File: src/sv/acc_pkg.sv
// Types and constants of the atom contact counter.
package acc_pkg;
  localparam int unsigned CUTOFF_W = 40;
  localparam logic [CUTOFF_W-1:0] CUTOFF_RESET = 40'd589824;
  localparam int unsigned SLOT_W = 10;
  localparam int unsigned CNT_W = 10;
  localparam logic [CNT_W-1:0] COUNT_MAX = 10'd1023;

  typedef enum logic [1:0] {
    OP_LOAD  = 2'd0,
    OP_READ  = 2'd1,
    OP_CLEAR = 2'd2,
    OP_NONE  = 2'd3
  } opcode_t;

  typedef enum logic [1:0] {
    ST_OK       = 2'd0,
    ST_FULL     = 2'd1,
    ST_NOT_LOAD = 2'd2
  } status_t;

  typedef enum logic [1:0] {
    S_IDLE,
    S_SCAN,
    S_DRAIN,
    S_OUT
  } state_t;
endpackage

File: src/sv/acc_cell.sv
// One cell of the compare chain: squares one coordinate difference and adds it.
module acc_cell import acc_pkg::*; #(
  parameter int unsigned CW = 19,
  parameter int unsigned SW = 2 * CW + 2
) (
  input  logic                 clk,
  input  logic signed [CW-1:0] a_i,
  input  logic signed [CW-1:0] b_i,
  input  logic        [SW-1:0] sum_i,
  output logic        [SW-1:0] sum_o
);
  logic signed [CW:0]     diff;
  logic        [CW:0]     mag;
  logic        [2*CW+1:0] sq;
  logic        [SW-1:0]   sum_r;

  always_comb begin
    diff = $signed({a_i[CW-1], a_i}) - $signed({b_i[CW-1], b_i});
    mag  = diff[CW] ? (CW+1)'(-diff) : diff;
    sq   = (2*CW+2)'(mag) * (2*CW+2)'(mag);
  end

  always_ff @(posedge clk) begin
    sum_r <= sum_i + SW'(sq);
  end
  assign sum_o = sum_r;
endmodule

File: config.mk
export PLATFORM = sky130hd
export DESIGN_NAME = acc_cell
export DESIGN_NICKNAME = d
export VERILOG_FILES = /design/src/sv/acc_pkg.sv /design/src/sv/acc_cell.sv
export SDC_FILE = /design/constraint.sdc
export NUM_CORES = 1
export LEC_CHECK = 0
export CELL_PAD_IN_SITES_DETAIL_PLACEMENT = 0
export CELL_PAD_IN_SITES_GLOBAL_PLACEMENT = 1
export CORE_UTILIZATION = 50
export DETAILED_ROUTE_END_ITERATION = 16
export DONT_BUFFER_PORTS = 1
export PLACE_DENSITY_LB_ADDON = 0.2
export SYNTH_ARGS = -nofsm -noshare
export SYNTH_HDL_FRONTEND = slang
export SYNTH_SLANG_ARGS = --single-unit
File: constraint.sdc
create_clock -name clk -period 10.1 [get_ports clk]
set_clock_uncertainty 0.15 [all_clocks]
set_input_delay 0 -clock clk [delete_from_list [all_inputs] [get_ports clk]]
set_output_delay 0 -clock clk [all_outputs]
set_load 0.02 [all_outputs]
==> results of run 1 <==
-- area by class of cell --
class	instances	area [µm²]	share of cell area (%)
sequential	40	801	5.13
tap	384	480	3.08
clock inverter	2	12.5	0.0802
timing repair buffer	49	375	2.41
multi-input combinational	1125	12100	77.5
inverter	458	1720	11.0
clock buffer	5	125	0.802
-- through the flow --
stage                     std cells  area (µm²)
after detailed placement       2052       15400
after global placement         2052       15400
after floorplan                1658       14700
after global routing           2063       15600
after CTS                      2062       15600
final                          2063       15600
-- layer usage --
| layer | vias up | track usage, % |
|---|---|---|
| met1 | 5330 | 32.0 |
| met5 | - | 0 |
| met2 | 236 | 44.1 |
| met3 | 44 | 4.17 |
| li1 | 5057 | - |
| met4 | 0 | 6.12 |
-- cell usage after synthesis (25+ instances only) --
library cell,number
inv_1,452
fa_1,317
ha_1,163
nor2_1,151
nand2_1,112
xnor2_1,50
a21oi_1,42
dfxtp_1,40
o21ai_0,34
a21o_1,33
clkbuf_1,27
xor2_1,25
-- cell families (layout without fill, tap and decap cells) --
logic type | count (synthesis) | in the layout | share of synthesized area (%)
AOI/OAI and AO/OA | 192 | 192 | 9.07
DFF | 40 | 40 | 5.45
xor gates and xnor gates | 75 | 75 | 4.47
adders and majority gates | 480 | 480 | 57.1
other | 2 | 16 | 0.0511
and+or+nand+nor | 362 | 362 | 11.1
buffers and inverters | 493 | 514 | 12.7
-- repair_timing --
action / 4_1_cts / 5_1_grt
setup buffers: 0 / 1
hold buffers: 3 / 0
endpoints found under the setup margin: 0 / 10
endpoints found under the hold margin: 3 / 0
gates resized for setup: 0 / 5
-- critical path: cells and delay by family --
family                     cells  cell delay [ns]
buffers and inverters          7             0.67
AOI/OAI and AO/OA              8             1.92
adders and majority gates     10             4.22
and+or+nand+nor                8             2.46
xor gates and xnor gates       2             0.25
-- how the worst max path moves through the flow --
stage | start | end | slack [ns] | depth (start not counted)
4_1_cts | a_i[0] | sum_o[38] | 0.23 | 36
5_1_grt | a_i[0] | sum_o[38] | 0.01 | 37
3_3_place_gp | a_i[0] | sum_o[38] | -0.005 | 36
2_1_floorplan | a_i[0] | sum_o[31] | 0.82 | 36
6_report | a_i[0] | sum_o[39] | 0.57 | 35
3_5_place_dp | a_i[0] | sum_o[38] | -0.08 | 36
==> results by group, run 1 <==
Run status
  • Outcome: finished, final reports clean

CTS
  • Clock buffer depth: 2
  • CTS clock-pin slew for the worst setup and hold paths: about 0.070 ns
  • H-tree depth: 2
  • Root buf cell: clkbuf_16
  • TritonCTS buffer count: 5
  • CTS tree: built
  • CTS sink count: 40

Final layout
  • Share of layout cells above drive strength 1: under 10%
  • Largest register FFs: 40
  • Fillers: roughly 2700
  • Most common cell after layout, fill and taps aside: inv_1
  • Final core occ: 54.2%
  • Layout area overhead: 6.28%
  • Final #Nets: about 2200
  • # diodes: 0
  • Most frequent cells in the layout: inv_1 (452), fa_1 (317), ha_1 (163)

Global routing
  • Gr usage total: between 20 and 30%
  • Global route overflow: 0
  • First-pass GRT wire length: 59100 µm
  • Largest net degree at the start of global routing: 19
  • Initial antenna violation count: 0
  • Number of global-route vias before repair: 11800

Detailed routing
  • Drt drc: 0
  • Detail Route met3 WL: around 1600 µm
  • M1 WL: 15000 µm
  • DR pass1 iterations: 5
  • Via count: approximately 11000
  • Met2 Routed Length: approximately 18000 µm
  • DR WL/cell: 16.9 µm
  • Antenna viol nets, final: 0
  • Vias per cell: between 5 and 6
  • Top routing layer used: met4
  • Routed WL: between 30000 and 40000 µm
  • 1st-iter DRT viols: around 530

Synth
  • Synth async-reset ratio: 0%
  • Syn Area/Cell: approximately 8.9 µm²
  • Synth top area cells: fa_1 (43%), ha_1 (14%), inv_1 (12%), dfxtp_1 (5.5%), nor2_1 (3.9%)
  • Seq cells post-synth: 40
  • Cells after synthesis: 1644
  • Netlist cell types: 74
  • Sequential-to-total area share from yosys stat: between 5 and 6%
  • Synthesized area: 0.0147 mm²
  • Yosys top cell area share: between 40 and 50%
  • Post-synth top flop: dfxtp_1
  • Post-synth EDFFs: 0
  • Synth Warn #: 0
  • Yosys top cell by area: fa_1

Timing
  • Max Slew Vio Count: 0
  • Hold WS: roughly 0.11 ns
  • Relative slew slack: 57.1%
  • Hold Fails Final Rpt: 0
  • Slack of the critical path: 0.567 ns
  • Worst slew pin tran: about 0.64 ns
  • Post-route minimum period: between 9 and 10 ns
  • Final setup viols: 0
  • Max Fclk: around 100 MHz
  • Unrepaired setup endpoints after global routing: no
  • Final Cycle Share: between 90% and 100%
  • Setup Total Neg Slack: 0 ns

Floorplanning
  • Std cell rows: 62
  • I/O pin total: 119
  • Die area: ~0.03 mm²
  • Initial Utilization: roughly 50%
  • Chip Height: 173 µm
  • DIE WIDTH: approximately 170 µm
  • Core ar.: 0.0288 mm²

Worst hold path
  • Min-delay src: sum_i[3]
  • Cells on Worst Hold Path: 4
  • Hold endpoint: sum_o[4]
  • Hold crit path type: input port to flop

Setup path
  • Critical Path RT: 10.12 ns
  • Critical path's slowest cell: or4_4
  • Slowest Stage Delay on Critical Path: slightly below 0.6 ns
  • Worst setup EP type: flop
  • Most used cell, CP: fa_1
  • WS Path Type: input port to flop
  • CP max FO: 10
  • Critical Path Start Type: input port
  • Critical Path AT: roughly 9.6 ns

Placement
  • PortBufs: 0
  • Placer Congestion: 0.914
  • Post-DP HPWL: a little over 30000 µm
  • DP Worst Slack: -0.0784 ns

Run
  • Maxcap violations: 0
Power of run 1 is not shown: default switching activity piles up to over one toggle a cycle in this logic, so the estimate is an artifact.
==> inputs of run 2 (changes only) <==
--- a/config.mk
+++ b/config.mk
@@ -8,6 +8,7 @@
 export CELL_PAD_IN_SITES_DETAIL_PLACEMENT = 0
 export CELL_PAD_IN_SITES_GLOBAL_PLACEMENT = 1
 export CORE_UTILIZATION = 50
+export CTS_BUF_LIST = sky130_fd_sc_hd__clkbuf_2
 export DETAILED_ROUTE_END_ITERATION = 16
 export DONT_BUFFER_PORTS = 1
 export PLACE_DENSITY_LB_ADDON = 0.2
==> run 2 against run 1 <==
Against the previous run:
- utilization shrank 0.31 points
- via count is 0.10% higher
- wire length shrank 0.30%
- clock-buffer cell count stayed put
- critical path depth is 1 higher
- global-route usage hardly changed
- cell count up 0.24%
- cell area fell by 0.58%
- sequential share of layout area about the same
- hold slack worse by 0.081 ns
- non-clock buffer count up 3
==> results by group, run 2 (synthesized netlist as in run 1, its figures left out) <==
Setup path
  • CP max FO: 6
  • Critical Path AT: between 9 and 10 ns
  • Critical Path Start Type: input port
  • Critical Path RT: roughly 10 ns
  • WS Path Type: input port to flop
  • Worst setup EP type: flop
  • Critical path's slowest cell: xnor2_1
  • Slowest Stage Delay on Critical Path: ~0.54 ns
  • Most used cell, CP: fa_1

Final layout
  • Layout Cells excl Fill: 2068
  • Final #Nets: about 2200
  • Footprint of the multi-input gates: 0.0121 mm²
  • Layout area overhead: 5.67%
  • Register area: about 800 µm²
  • Largest register FFs: 40
  • Most common cell after layout, fill and taps aside: inv_1
  • Most frequent cells in the layout: inv_1 (452), fa_1 (317), ha_1 (163)
  • Share of layout cells above drive strength 1: under 10%
  • Layout Cell Area excl Fill: roughly 0.016 mm²
  • Final core occ: between 50% and 60%
  • Fillers: between 2000 and 3000

CTS
  • Root buf cell: clkbuf_2
  • CTS tree: built
  • Setup Fix Bufs, Post-CTS: 0
  • CTS sink count: 40
  • H-tree depth: 2
  • CTS clock-pin slew for the worst setup and hold paths: around 0.26 ns
  • Clock buffer depth: 2
  • TritonCTS buffer count: 5

Run
  • Maxcap violations: 0

Global routing
  • Met2 GRT Util: 44.1%
  • Gr usage total: roughly 25%
  • Global route overflow: 0
  • Largest net degree at the start of global routing: 19
  • Grt peak-use layer: met2
  • Initial antenna violation count: 1
  • GRT met1 Usage: about a third
  • Number of global-route vias before repair: between 10000 and 15000
  • Grt met3 use: 4.17%
  • First-pass GRT wire length: about 59000 µm

Timing
  • Unrepaired setup endpoints after global routing: no
  • Hold Fails Final Rpt: 0
  • Slack of the critical path: around 0.66 ns
  • Relative slew slack: 38.8%
  • Worst slew pin tran: 0.911 ns
  • Final setup viols: 0
  • Max Fclk: ~110 MHz
  • Max Slew Vio Count: 0
  • Post-route minimum period: around 9.4 ns
  • Final Cycle Share: 93.5%

Floorplanning
  • I/O pin total: ~120
  • Initial Utilization: between 50% and 60%
  • DIE WIDTH: ~170 µm
  • Die area: 0.0301 mm²
  • Chip Height: about 170 µm
  • Std cell rows: between 60 and 70
  • Core ar.: 0.0288 mm²

Placement
  • Post-DP HPWL: slightly above 30000 µm
  • DP Worst Slack: -0.0784 ns
  • Placed insts: ~2100
  • Placement Cell Area: 0.0154 mm²
  • Placer Congestion: around 0.91
  • PortBufs: 0

Worst hold path
  • Hold crit path type: input port to flop

Detailed routing
  • Drt drc: 0
  • Vias per cell: 5.16
  • DR pass1 iterations: 5
  • DR WL/cell: approximately 17 µm
  • 1st-iter DRT viols: 583
  • Via count: about 11000
  • Routed WL: 34700 µm
  • Antenna viol nets, final: 0

Run status
  • Outcome: finished, final reports clean
==> run 2: cell types whose count changed in the layout (fill, tap and decap cells not counted) <==
cell           delta
clkbuf_16         -5
xnor2_2           -2
a211oi_2          -1
a211oi_1          +1
xnor2_1           +2
o311ai_2          -1
diode_2           +2
o311ai_1          +1
buf_4             -1
dlygate4sd3_1     +4
clkbuf_2          +5
==> run 2: stage by stage <==
stage | hold WS (ns) | TNS, ns
detailed placement | -0.0116 | -0.143
CTS | 0.00629 | 0
global placement | -0.0185 | -0.00515
global route | 0.0611 | 0
finish | 0.0261 | 0
floorplan | -0.0202 | 0
==> run 2: critical path, delay by kind of cell <==
| family | cells | cell delay, ns |
|---|---|---|
| simple gates | 5 | 1.05 |
| buf+inv | 8 | 0.70 |
| compound gates | 12 | 3.07 |
| fa+ha+maj | 10 | 4.36 |
| xor+xnor | 1 | 0.54 |
==> run 2: final timing paths <==
check	start	to	slack (ns)	cells after the start
worst max-delay path	a_i[0]	sum_o[38]	0.66	36
worst min-delay path	sum_i[5]	sum_o[7]	0.03	4
==> run 2: what timing repair did <==
action                                  4_1_cts  5_1_grt
endpoints found under the setup margin        0        3
resized for setup                             0        1
endpoints found under the hold margin         6        0
hold buffers                                  7        0
==> run 2: routing by layer <==
layer  up-vias  share of wire [%]
met4         0                1.8
met5         -                  0
li1       5060                  -
met2       247                 50
met3        35                4.9
met1      5336                 43
==> run 2: final cells by class <==
cell class	count	area share, %
Multi-Input combinational cell	1125	77.8
Inverter	458	11.1
Sequential cell	40	5.16
Tap cell	384	3.10
Timing Repair Buffer	52	2.63
Clock buffer	5	0.161
Clock inverter	2	0.0806
Antenna cell	2	0.0323
Power of run 2 is left out for the same reason.
==> inputs of run 3 (changes only) <==
--- a/config.mk
+++ b/config.mk
@@ -5,6 +5,7 @@
 export SDC_FILE = /design/constraint.sdc
 export NUM_CORES = 1
 export LEC_CHECK = 0
+export ABC_AREA = 1
 export CELL_PAD_IN_SITES_DETAIL_PLACEMENT = 0
 export CELL_PAD_IN_SITES_GLOBAL_PLACEMENT = 1
 export CORE_UTILIZATION = 50
==> run 3 against run 2 <==
Against the previous run:
- clock-buffer cell count unchanged
- critical path depth rose by 3
- maximum frequency grew 8.7%
- hold slack improved by 0.11 ns
- largest cell class unchanged
==> results by group, run 3 <==
Run status
  • Outcome: finished, final reports clean

Final layout
  • Final #Nets: ~2500
  • Most common cell after layout, fill and taps aside: inv_1
  • Footprint of the multi-input gates: ~0.012 mm²
  • Largest register FFs: 40
  • Fillers: about 2900
  • Layout area overhead: 3.86%
  • Share of layout cells above drive strength 1: around 4.8%
  • Register area: around 800 µm²
  • Most frequent cells in the layout: inv_1 (541), fa_1 (317), nand2_1 (279)

Worst hold path
  • Hold endpoint: sum_o[39]
  • Cells on Worst Hold Path: 7
  • Min-delay src: sum_i[38]
  • Hold crit path type: input port to flop

Global routing
  • Largest net degree at the start of global routing: 26
  • Initial antenna violation count: 2
  • Gr usage total: a little over a quarter
  • First-pass GRT wire length: about 65000 µm
  • Number of global-route vias before repair: 12700
  • Global route overflow: 0

Synth
  • Synth Area in Compound Gates: 4.80%
  • Syn Area/Cell: 8.12 µm²
  • Yosys top cell by area: fa_1
  • Simple logic cell fraction of the synthesized area: around 17%
  • Post-synth EDFFs: 0
  • Synth async-reset ratio: 0%
  • Yosys top cell area share: 41.6%
  • Main combinational cell family by area after synthesis: adder cells
  • Sequential-to-total area share from yosys stat: 5.25%
  • Post-synth top flop: dfxtp_1
  • Synthesized area: 0.0152 mm²
  • Netlist cell types: between 40 and 50
  • Post-synth top cells: inv_1 (541), fa_1 (317), nand2_1 (279), nor2_1 (190), ha_1 (163)
  • Synth Area in Adders: a little over half
  • Seq cells post-synth: 40
  • Cell with the most instances after synthesis: inv_1
  • Post-synthesis mux area share: 0%
  • Synth top area cells: fa_1 (42%), ha_1 (13%), inv_1 (13%), nand2_1 (6.9%), dfxtp_1 (5.3%)
  • Post-Synth XOR/XNOR Area: under 10%
  • Cells after synthesis: about 1900
  • Synth Warn #: 0

Placement
  • Placer Congestion: between 0.9 and 1
  • Post-DP HPWL: roughly 35000 µm
  • PortBufs: 0

Detailed routing
  • DR WL/cell: around 17 µm
  • Vias per cell: about 5
  • Drt drc: 0
  • Via count: 11700
  • 1st-iter DRT viols: between 600 and 700
  • Routed WL: about 40000 µm
  • DR pass1 iterations: 5
  • Antenna viol nets, final: 0

Floorplanning
  • Std cell rows: 63
  • Chip Height: between 150 and 200 µm
  • Initial Utilization: 51.2%
  • Die area: a little over 0.03 mm²
  • I/O pin total: about 120
  • Core ar.: ~0.030 mm²
  • DIE WIDTH: 177 µm

CTS
  • Setup Fix Bufs, Post-CTS: 0
  • TritonCTS buffer count: 5
  • Root buf cell: clkbuf_2
  • CTS clock-pin slew for the worst setup and hold paths: about 0.20 ns
  • CTS resizes: 0
  • Cts hold-fix bufs: 5
  • Clock buffer depth: 2
  • CTS sink count: 40
  • CTS tree: built
  • H-tree depth: 2

Setup path
  • Critical Path AT: between 8 and 9 ns
  • Worst setup EP type: flop
  • Critical Path RT: 10.29 ns
  • Slowest Stage Delay on Critical Path: around 0.80 ns
  • Critical Path Start Type: input port
  • Critical path's slowest cell: ha_1
  • Most used cell, CP: inv_1
  • WS Path Type: input port to flop
  • CP max FO: 19

Timing
  • Worst slew pin tran: approximately 0.80 ns
  • Hold Fails Final Rpt: 0
  • Setup Total Neg Slack: 0 ns
  • Final setup viols: 0
  • Max Fclk: roughly 120 MHz
  • Post-route minimum period: between 8 and 9 ns
  • Max Slew Vio Count: 0
  • Relative slew slack: between 40 and 50%
  • Unrepaired setup endpoints after global routing: no
  • Final Cycle Share: 86.0%

Run
  • Maxcap violations: 0
==> run 3: kinds of logic after synthesis <==
| group | count (synthesis) |
|---|---|
| compound gates | 127 |
| xor+xnor | 53 |
| fa+ha+maj | 480 |
| buf+inv | 582 |
| flops | 40 |
| other cells | 2 |
| simple gates | 595 |
==> run 3: critical path: cells and delay by family <==
kind | cells | cell delay, ns
and+or+nand+nor | 20 | 3.05
adders and majority gates | 9 | 4.71
buffers and inverters | 10 | 1.08
==> run 3: worst max path at each step <==
stage,cells after the start,start,slack [ns],end
finish,39,a_i[0],1.41,sum_o[39]
global route,39,a_i[0],0.86,sum_o[39]
CTS,39,a_i[0],1.50,sum_o[39]
detailed placement,39,a_i[0],1.05,sum_o[39]
global placement,39,a_i[0],1.19,sum_o[39]
floorplan,43,a_i[0],2.63,sum_o[39]
==> run 3: cell type report <==
| cell class | count | share of cell area (%) |
|---|---|---|
| Inverter | 557 | 13.2 |
| Timing Repair Buffer | 17 | 0.885 |
| Sequential cell | 40 | 5.06 |
| Clock buffer | 5 | 0.158 |
| Multi-Input combinational cell | 1271 | 77.3 |
| Tap cell | 390 | 3.08 |
| Clock inverter | 3 | 0.269 |
| Antenna cell | 1 | 0.0158 |
==> run 3: per-layer routing <==
metal	up-vias	wire, µm	track usage (%)
met4	0	1120	6.50
met3	76	2070	3.48
li1	5516	-	-
met1	5750	16400	33.9
met2	310	20300	50.3
met5	-	0	0
==> run 3: metrics by stage <==
step           utilization [%]  setup WS (ns)  hold slack [ns]  area (µm²)  cells
2_1_floorplan                -           2.63          -0.0202       15300   1893
3_3_place_gp              52.8           1.19          -0.0153       15700   2270
3_5_place_dp              52.8           1.05          -0.0159       15700   2270
4_1_cts                   53.1           1.50            0.128       15800   2283
5_1_grt                   53.2          0.858           0.0935       15800   2284
6_report                  53.2           1.41            0.141       15800   2284
Power of run 3 is left out for the same reason.
